<file path="src/design/sapq_pkg.sv">
// sapq_pkg: shared codes for the sorted array priority queue
// no dependencies; imported by the top level
`timescale 1ns / 1ps

package sapq_pkg;

    // operation codes carried on the mode field
    localparam logic MODE_ENQ = 1'b0;
    localparam logic MODE_DEQ = 1'b1;

    // result status codes
    localparam logic [1:0] STATUS_OK    = 2'd0;
    localparam logic [1:0] STATUS_FULL  = 2'd1;
    localparam logic [1:0] STATUS_EMPTY = 2'd2;

    // key and result field widths
    localparam int unsigned KEY_W    = 32;
    localparam int unsigned STATUS_W = 2;
    localparam int unsigned OCC_W    = 4;

    typedef logic signed [KEY_W-1:0] t_key;
    typedef logic [STATUS_W-1:0]     t_status;
    typedef logic [OCC_W-1:0]        t_occ;

endpackage

</file>
<file path="src/design/sapq_ram.sv">
// sapq_ram: generic simple dual port ram, one write and one registered read port
// no dependencies
`timescale 1ns / 1ps

module sapq_ram #(
    parameter int unsigned WIDTH = 32,
    parameter int unsigned DEPTH = 8
) (
    input  logic                     i_clk,
    input  logic                     i_we,
    input  logic [$clog2(DEPTH)-1:0] i_waddr,
    input  logic [WIDTH-1:0]         i_wdata,
    input  logic [$clog2(DEPTH)-1:0] i_raddr,
    output logic [WIDTH-1:0]         o_rdata
);

    logic [WIDTH-1:0] r_mem [DEPTH];
    logic [WIDTH-1:0] r_rdata;

    // write port
    always_ff @(posedge i_clk) begin
        if (i_we) begin
            r_mem[i_waddr] <= i_wdata;
        end
    end

    // registered read port
    always_ff @(posedge i_clk) begin
        r_rdata <= r_mem[i_raddr];
    end

    assign o_rdata = r_rdata;

endmodule

</file>
<file path="src/design/sorted_array_priority_queue.sv">
// sorted_array_priority_queue: a full/empty reject or an enqueue into an empty queue goes
// straight to S_DONE; an enqueue shifts entries up in S_ENQ, a dequeue reads the head in
// S_DEQ_HEAD and shifts entries down in S_DEQ_MOVE. one item is in work at a time; the
// entry ram (one read, one write per cycle) moves one entry per cycle.
// reset (synchronous, active low) empties the queue and drops any pending result;
// the entry ram is not cleared, only entries below the count are ever read.
`timescale 1ns / 1ps

module sorted_array_priority_queue
    import sapq_pkg::*;
#(
    parameter int unsigned DEPTH = 8
) (
    input  logic    i_clk,
    input  logic    i_rst_n,
    // input channel
    input  logic    i_in_valid,
    output logic    o_in_ready,
    input  logic    i_mode,
    input  t_key    i_value,
    // output channel
    output logic    o_out_valid,
    input  logic    i_out_ready,
    output t_status o_status,
    output t_key    o_value_out,
    output t_occ    o_occupancy
);

    localparam int unsigned AW = $clog2(DEPTH);
    localparam int unsigned CW = $clog2(DEPTH + 1);

    // sequencer states
    localparam logic [2:0] S_IDLE     = 3'd0;
    localparam logic [2:0] S_ENQ      = 3'd1;
    localparam logic [2:0] S_ENQ_LAST = 3'd2;
    localparam logic [2:0] S_DEQ_HEAD = 3'd3;
    localparam logic [2:0] S_DEQ_MOVE = 3'd4;
    localparam logic [2:0] S_DONE     = 3'd5;

    logic [2:0]    r_state, n_state;
    logic [CW-1:0] r_count, n_count;
    logic [AW-1:0] r_slot, n_slot;
    logic [AW-1:0] r_idx, n_idx;
    t_key          r_key, n_key;
    t_status       r_res_status, n_res_status;
    t_key          r_result, n_result;
    logic          r_out_valid, n_out_valid;
    t_status       r_status, n_status;
    t_key          r_value_out, n_value_out;
    t_occ          r_occ, n_occ;

    // ram port signals
    logic          ram_we;
    logic [AW-1:0] ram_waddr;
    t_key          ram_wdata;
    logic [AW-1:0] ram_raddr;
    logic [KEY_W-1:0] ram_rdata;
    t_key          rd_key;

    logic [CW-1:0]   count_m1;
    logic [CW-1:0]   idx_p1;
    logic [CW+3:0]   occ_ext;
    logic            out_free;

    assign count_m1 = r_count - CW'(1);
    assign idx_p1   = CW'(r_idx) + CW'(1);
    assign occ_ext  = (CW + 4)'(r_count);
    assign rd_key   = $signed(ram_rdata);
    assign out_free = !r_out_valid || i_out_ready;

    // entry store
    sapq_ram #(
        .WIDTH (KEY_W),
        .DEPTH (DEPTH)
    ) u_entries (
        .i_clk   (i_clk),
        .i_we    (ram_we),
        .i_waddr (ram_waddr),
        .i_wdata (ram_wdata),
        .i_raddr (ram_raddr),
        .o_rdata (ram_rdata)
    );

    assign o_in_ready = (r_state == S_IDLE);

    // sequencer: read one entry ahead, compare on enqueue, write back one place over;
    // the read and write addresses differ whenever the read data is used, so no forwarding is needed
    always_comb begin
        n_state      = r_state;
        n_count      = r_count;
        n_slot       = r_slot;
        n_idx        = r_idx;
        n_key        = r_key;
        n_res_status = r_res_status;
        n_result     = r_result;
        n_out_valid  = r_out_valid;
        n_status     = r_status;
        n_value_out  = r_value_out;
        n_occ        = r_occ;
        ram_we       = 1'b0;
        ram_waddr    = r_slot;
        ram_wdata    = r_key;
        ram_raddr    = '0;

        // drop the result once its transfer completes
        if (r_out_valid && i_out_ready) begin
            n_out_valid = 1'b0;
        end

        unique case (r_state)
            S_IDLE: begin
                if (i_in_valid) begin
                    n_key        = i_value;
                    n_result     = '0;
                    n_res_status = STATUS_OK;
                    if (i_mode == MODE_ENQ) begin
                        if (r_count >= CW'(DEPTH)) begin
                            n_res_status = STATUS_FULL;
                            n_state      = S_DONE;
                        end else if (r_count == '0) begin
                            ram_we    = 1'b1;
                            ram_waddr = '0;
                            ram_wdata = i_value;
                            n_count   = r_count + CW'(1);
                            n_state   = S_DONE;
                        end else begin
                            n_slot    = r_count[AW-1:0];
                            ram_raddr = count_m1[AW-1:0];
                            n_state   = S_ENQ;
                        end
                    end else begin
                        if (r_count == '0) begin
                            n_res_status = STATUS_EMPTY;
                            n_state      = S_DONE;
                        end else begin
                            ram_raddr = '0;
                            n_state   = S_DEQ_HEAD;
                        end
                    end
                end
            end

            // rd_key holds the entry just below r_slot
            S_ENQ: begin
                ram_we = 1'b1;
                if (rd_key >= r_key) begin
                    ram_waddr = r_slot;
                    ram_wdata = rd_key;
                    n_slot    = r_slot - AW'(1);
                    if (r_slot == AW'(1)) begin
                        n_state = S_ENQ_LAST;
                    end else begin
                        ram_raddr = r_slot - AW'(2);
                    end
                end else begin
                    ram_waddr = r_slot;
                    ram_wdata = r_key;
                    n_count   = r_count + CW'(1);
                    n_state   = S_DONE;
                end
            end

            // new key goes to the bottom slot
            S_ENQ_LAST: begin
                ram_we    = 1'b1;
                ram_waddr = r_slot;
                ram_wdata = r_key;
                n_count   = r_count + CW'(1);
                n_state   = S_DONE;
            end

            // head entry arrives
            S_DEQ_HEAD: begin
                n_result = rd_key;
                if (r_count == CW'(1)) begin
                    n_count = count_m1;
                    n_state = S_DONE;
                end else begin
                    ram_raddr = AW'(1);
                    n_idx     = AW'(1);
                    n_state   = S_DEQ_MOVE;
                end
            end

            // move entry r_idx down one place
            S_DEQ_MOVE: begin
                ram_we    = 1'b1;
                ram_waddr = r_idx - AW'(1);
                ram_wdata = rd_key;
                if (idx_p1 == r_count) begin
                    n_count = count_m1;
                    n_state = S_DONE;
                end else begin
                    n_idx     = r_idx + AW'(1);
                    ram_raddr = r_idx + AW'(1);
                end
            end

            // hand the result to the output register
            S_DONE: begin
                if (out_free) begin
                    n_out_valid = 1'b1;
                    n_status    = r_res_status;
                    n_value_out = r_result;
                    n_occ       = occ_ext[OCC_W-1:0];
                    n_state     = S_IDLE;
                end
            end

            default: begin
                n_state = S_IDLE;
            end
        endcase
    end

    // control registers
    always_ff @(posedge i_clk) begin
        if (!i_rst_n) begin
            r_state     <= S_IDLE;
            r_count     <= '0;
            r_out_valid <= 1'b0;
        end else begin
            r_state     <= n_state;
            r_count     <= n_count;
            r_out_valid <= n_out_valid;
        end
    end

    // payload registers
    always_ff @(posedge i_clk) begin
        r_slot       <= n_slot;
        r_idx        <= n_idx;
        r_key        <= n_key;
        r_res_status <= n_res_status;
        r_result     <= n_result;
        r_status     <= n_status;
        r_value_out  <= n_value_out;
        r_occ        <= n_occ;
    end

    assign o_out_valid = r_out_valid;
    assign o_status    = r_status;
    assign o_value_out = r_value_out;
    assign o_occupancy = r_occ;

endmodule
</file>
<file path="config.mk">
export PLATFORM = sky130hd
export DESIGN_NAME = sorted_array_priority_queue
export DESIGN_NICKNAME = d
export VERILOG_FILES = /design/src/design/sapq_pkg.sv /design/src/design/sapq_ram.sv /design/src/design/sorted_array_priority_queue.sv
export SDC_FILE = /design/constraint.sdc
export NUM_CORES = 1
export LEC_CHECK = 0
export ABC_AREA = 1
export BUFFER_PORTS_ARGS = -buffer_cell sky130_fd_sc_hd__buf_2
export CORE_MARGIN = 2
export CORE_UTILIZATION = 35
export CTS_BUF_LIST = sky130_fd_sc_hd__clkbuf_16
export DETAILED_ROUTE_END_ITERATION = 16
export GPL_ROUTABILITY_DRIVEN = 0
export PLACE_DENSITY = 0.57
export SETUP_SLACK_MARGIN = 0.3
export SYNTH_ARGS = -nofsm -noshare
export SYNTH_HDL_FRONTEND = slang
export SYNTH_SLANG_ARGS = --single-unit
</file>
<file path="constraint.sdc">
create_clock -name i_clk -period 8.33 [get_ports i_clk]
set_input_delay 1.666 -clock i_clk [delete_from_list [all_inputs] [get_ports i_clk]]
set_output_delay 1.666 -clock i_clk [all_outputs]
set_load 0.02 [all_outputs]
</file>
==> After elaboration in Yosys (flattened, before gate mapping) <==
Memories as Yosys holds them, arrays and structs flattened. A register that Yosys moved wholly into a read port is not among the register bits.
Cells that the tools add are included.
{ "classes": {"mux": 63, "reduce_logical": 17, "eq_ne": 21, "n_lt_le_gt_ge": 2, "add_sub_neg": 7} }
{ "ops": {"columns": ["cell", "count"], "rows": [
  ["$mux W32", 6],
  ["$pmux W32 S3", 1],
  ["$mux W3", 27],
  ["$pmux W32 S2", 1],
  ["$ge A32 B32 Y1", 1],
  ["$mux W4", 7],
  ["$ne A2 B2 Y1 const B", 11],
  ["$pmux W4 S5", 1],
  ["$pmux W3 S2", 3],
  ["$pmux W3 S6", 1],
  ["$mux W1", 12],
  ["$pmux W3 S4", 1],
  ["$reduce_and A8 Y1", 1],
  ["$eq A3 B1 Y1 const B", 2],
  ["$eq A3 B2 Y1 const B", 2],
  ["$eq A3 B3 Y1 const B", 2],
  ["$reduce_and A2 Y1", 3],
  ["$reduce_and A6 Y1", 1],
  ["$reduce_bool A2 Y1", 3],
  ["$sub A3 B1 Y3 const B", 2],
  ["$reduce_bool A5 Y1", 1],
  ["$add A3 B1 Y4 const B", 1],
  ["$add A4 B1 Y4 const B", 1],
  ["$eq A4 B1 Y1 const B", 1],
  ["17 further kinds", 18]
]} }
{ "totals": {"out_inout_bits": 40, "input_bits": 37, "ramBits": 256, "wordCells": 122, "n_memories": 1, "reg_bits": 118} }
{ "memory_table": {"columns": ["name", "depth", "width", "rd", "rd_clocked_by_memory_dff", "wr", "line", "source"], "rows": [
  ["u_entries.r_mem", 8, 32, 1, 1, 1, "sapq_ram.sv:17", "logic [WIDTH-1:0] r_mem [DEPTH];"]
]} }

==> Longest topological paths before layout <==
{ "depth": {"depth_word": 8, "mapped_depth": 23} }

==> Cells and area by module <==
Synthesis repeated with hierarchy kept, for this count alone.
{ "unflattened": {"cells_unflattened": 1852, "hier_area_um2": 18305.1} }
{ "modules_own_cells": {"columns": ["module", "n_inst", "area_per_inst_um2", "seq_area_each_um2", "cells_per_inst"], "rows": [
  ["sapq_ram", 1, 11872.6, 8328.0, 1156],
  ["sorted_array_priority_queue", 1, 6432.4, 3463.3, 696]
]} }

==> Worst setup path after synthesis <==
Ideal clock, no wire load.
{ "synth_path": {"kind": "input-to-reg", "start": "input i_out_ready", "end": "register r_occ[0], in the netlist o_occupancy[0] (enable)", "cell_stages": 2, "arrival_ns": 4.321, "slack_ns": 3.528, "t_required_ns": 7.850, "setup_ns": 0.480, "path_cell_list": "nor2_1 -> nor3_1"} }
{ "synth_between": {"elab_chain_cells": 2} }
{ "synth_rtl": {"columns": ["item", "line", "source"], "rows": [
  ["start: declaration", "sorted_array_priority_queue.sv:23", "input logic i_out_ready,"],
  ["$logic_or A1 B1 Y1", "sorted_array_priority_queue.sv:69", "assign out_free = !r_out_valid || i_out_ready;"],
  ["$reduce_and A2 Y1 (no source line)", null, null],
  ["end signal: assignment", "sorted_array_priority_queue.sv:238", "r_occ <= n_occ;"],
  ["end: declaration", "sorted_array_priority_queue.sv:50", "t_occ r_occ, n_occ;"]
]} }
Every way passes these cells.
A chain may end at the register's enable or synchronous reset.

==> Worst setup path in the final report <==
{ "layout_path": {"start": "input i_mode", "end": "memory u_entries.r_mem[4][18] (enable)"} }
{ "layout_between": {"elab_chain_cells": 5, "elab_cells_between_ends": 8, "cone_classes": "mux (8)"} }
{ "layout_rtl": {"columns": ["item", "line", "source"], "rows": [
  ["start: declaration", "sorted_array_priority_queue.sv:19", "input logic i_mode,"],
  ["$mux W1", "sorted_array_priority_queue.sv:116", "if (i_mode == MODE_ENQ) begin"],
  ["$mux W1", "sorted_array_priority_queue.sv:112", "if (i_in_valid) begin"],
  ["$pmux W1 S2", "sorted_array_priority_queue.sv:110", "unique case (r_state)"],
  ["$mux W1", "sapq_ram.sv:22", "if (i_we) begin"],
  ["$mux W1 (implied by the code)", "sapq_ram.sv:23", "r_mem[i_waddr] <= i_wdata;"],
  ["end: declaration", "sapq_ram.sv:17", null]
]} }
Parallel ways exist; a longest one is shown, timed or not.

==> results.md <==
- Top sig layer: met4
- Nets: 1669
- Synth Warn #: 0
- Max-slew violations: 0
- Syn Area/Cell: 11.3 um^2
- Worst Hold Class: reg -> reg
- Hold_ws: 0.415 ns
- Critical setup path kind: in -> reg
- DRT iter0 DRCs: 1108
- Wire length on met1: 19100 um
- H-tree Lvls: 2
- Reg2reg path depth: 12
- Slew @ Worst Pin: 1.17 ns
- Hold buffers post-CTS: 0
- Critical path required time: 8.49 ns
- Outcome: completed
- Slowest-stage cell, CP: nor2_4
- CP Launch Type: input pin
- Synth Instances: 1541
- RSZ-0062 raised after global routing: no
- DRC viols: 0
- CTS root buffer: clkbuf_16
- Share of cells above drive strength 1: 0.104
- WL final: 41100 um
- Yosys reg bits: 406
- Num rows: 81
- Die W: 227 um
- Max Fclk: 0.205 GHz
- Vert. Die Dim: 227 um
- I/O pins: 77
- Worst-path clk slew: 0.06 ns
- TritonCTS Buffers: 42
- CTS tree: yes
- Final Cell Area: 19500 um^2
- Syn Nets: 1617
- Distinct cells, synth: 38
- Leakage power: 7.47 nW
- Vias in the first global route: 11059
- Core Box Area: 49000 um^2
- Largest net degree at the start of global routing: 70
- Power Density: 430 nW/um^2
- Relative slew slack: 0.221
- Gr usage total: 0.162
- Crit-path max cell delay: 0.95 ns
- Most common library cell in the layout ignoring fill and taps: edfxtp_1
- Total chip power: 8.40 mW
- Met2 wire len: 18700 um
- Setup bufs post-CTS: 0
- Post-synth EDFFs: 366
- Worst-path maximum fanout: 32
- WHS Path Cells: 0
- Setup TNS: 0 ns
- Asr flop ratio synth: 0
- Worst skew pair latency: 0.56 ns
- Final setup viols: 0
- Setup crit end kind: register
- Detailed Routing Iterations Pass 1: 5
- DIE AREA: 51400 um^2
- Detail Placement HPWL: 25500 um
- Cell area after synthesis: 17400 um^2
- Max IR drop VDD: 0.000243 V
- Routed Antenna Nets: 0
- Final Hold Fails: 0
- Resized Gates After CTS: 0
- Placed cell area: 18300 um^2
- Area growth syn-to-layout: 12.5%
- Met3 WL post-DR: 2540 um
- Wire per inst: 18.0 um
- Crit path arrival time: 5.04 ns
- CTS max path bufs: 3
- CTS sink count: 406
- N_diodes: 0
- Critical Path Stages: 10
- Tcrit/Tclk final: 0.586
- DR vias: 11436
- Max cap viols: 0
- First-pass GRT wire length: 64200 um
- GRT overflow: 0
- Clock Skews: 0.0162 ns
- Post-synthesis sequential area ratio: 0.679
- Critical Path, Cell by Cell: buf_2, inv_1, nand2_1, nor2_2, inv_2, nor2_2, inv_2, nand3_1, nand2_1, nor2_4
- Crit-path leading delay family: simple AND/OR/NAND/NOR gates
- Post-layout util: 0.399
- Ys flop type: edfxtp_1
- I/O Buffers: 76
- Vias per cell: 4.99
- Initial Util: 0.355
- Post-layout min period: 4.88 ns
- Initial antenna violation count: 0
- Most frequent cells in the layout: edfxtp_1, nand3_1, nand2_1
- Crit path buffers/inverters: 4
## cell usage after synthesis (2+ instances only)
cell type	instances	share of area
o21a_1	2	0.00086
nor2_2	3	0.0011
edfxtp_1	366	0.63
xnor2_1	6	0.0030
buf_6	13	0.0084
nand2_1	298	0.064
nand3_1	363	0.10
nand4_1	8	0.0029
buf_4	4	0.0017
buf_2	46	0.013
xor2_1	5	0.0025
a211oi_1	2	0.00086
clkbuf_1	14	0.0030
o21ai_0	54	0.016
dfxtp_1	40	0.046
buf_1	2	0.00043
o21ai_1	11	0.0032
nand3b_1	2	0.00086
nor2_1	71	0.015
nor2_4	2	0.0013
a21oi_1	54	0.016
inv_1	112	0.024
inv_2	6	0.0013
nand2_2	2	0.00072
ha_1	39	0.028
nor3_1	4	0.0012
## logic make-up (layout without fill, tap and decap cells)
| logic type | after synthesis | count (layout) | share of synthesized area |
|---|---|---|---|
| xor+xnor | 11 | 11 | 0.00555 |
| flops | 406 | 406 | 0.679 |
| buf+inv | 199 | 285 | 0.0530 |
| fa+ha+maj | 39 | 39 | 0.0281 |
| simple gates | 758 | 758 | 0.196 |
| compound gates | 128 | 128 | 0.0383 |
## routing by layer
layer  vias to the layer above  GRT usage
li1                       5514          -
met1                      5503      0.233
met2                       359      0.252
met3                        60     0.0251
met4                         0     0.0478
met5                         -          0
## worst reg2reg max path: cells and delay by family, from the launching register on
kind / cells / cell delay, ns
flip-flops: 1 / 0.39
buffers and inverters: 3 / 0.85
AND/OR/NAND/NOR: 8 / 2.74
adder cells (fa/ha/maj): 1 / 0.24
## sequential cells by signal, summed over array words and instances, names as in the netlist
| signal | cells |
|---|---|
| o_occupancy | 4 |
| o_out_valid | 1 |
| o_status | 2 |
| o_value_out | 32 |
| r_count | 4 |
| r_idx | 3 |
| r_key | 32 |
| r_res_status | 2 |
| r_result | 32 |
| r_slot | 3 |
| r_state | 3 |
| u_entries.o_rdata | 32 |
| u_entries.r_mem | 256 |
## power breakdown
group | total [mW] | switching (mW) | leakage, nW | internal, mW
registers | 3.56 | 0.264 | 3.70 | 3.29
logic | 3.14 | 2.33 | 3.11 | 0.813
clock network | 1.71 | 0.758 | 0.657 | 0.948
## worst paths after layout
check | slack (ns) | from | to
min reg2reg | 0.42 | r_result[30] | o_value_out[30]
max | 3.45 | i_mode | u_entries.r_mem[4][18]
max reg2reg | 3.71 | r_count[1] | u_entries.r_mem[4][18]
min | 0.42 | r_result[30] | o_value_out[30]
## area by class of cell
| class | instances | area, um^2 |
|---|---|---|
| clock buffer | 42 | 1050 |
| clock inverter | 36 | 194 |
| fill | 4663 | 29400 |
| inverter | 120 | 453 |
| multi-input combinational | 936 | 4740 |
| sequential | 406 | 11800 |
| tap | 664 | 831 |
| timing repair buffer | 87 | 463 |
## metrics by stage
step                      setup slack (ns)  instances
after floorplan                       3.53       1541
after global placement                3.01       2213
after detailed placement              2.89       2213
after CTS                             3.47       2291
after global routing                  3.19       2291
final                                 3.45       2291
No activity file was read; power rests on OpenSTA's default activity.
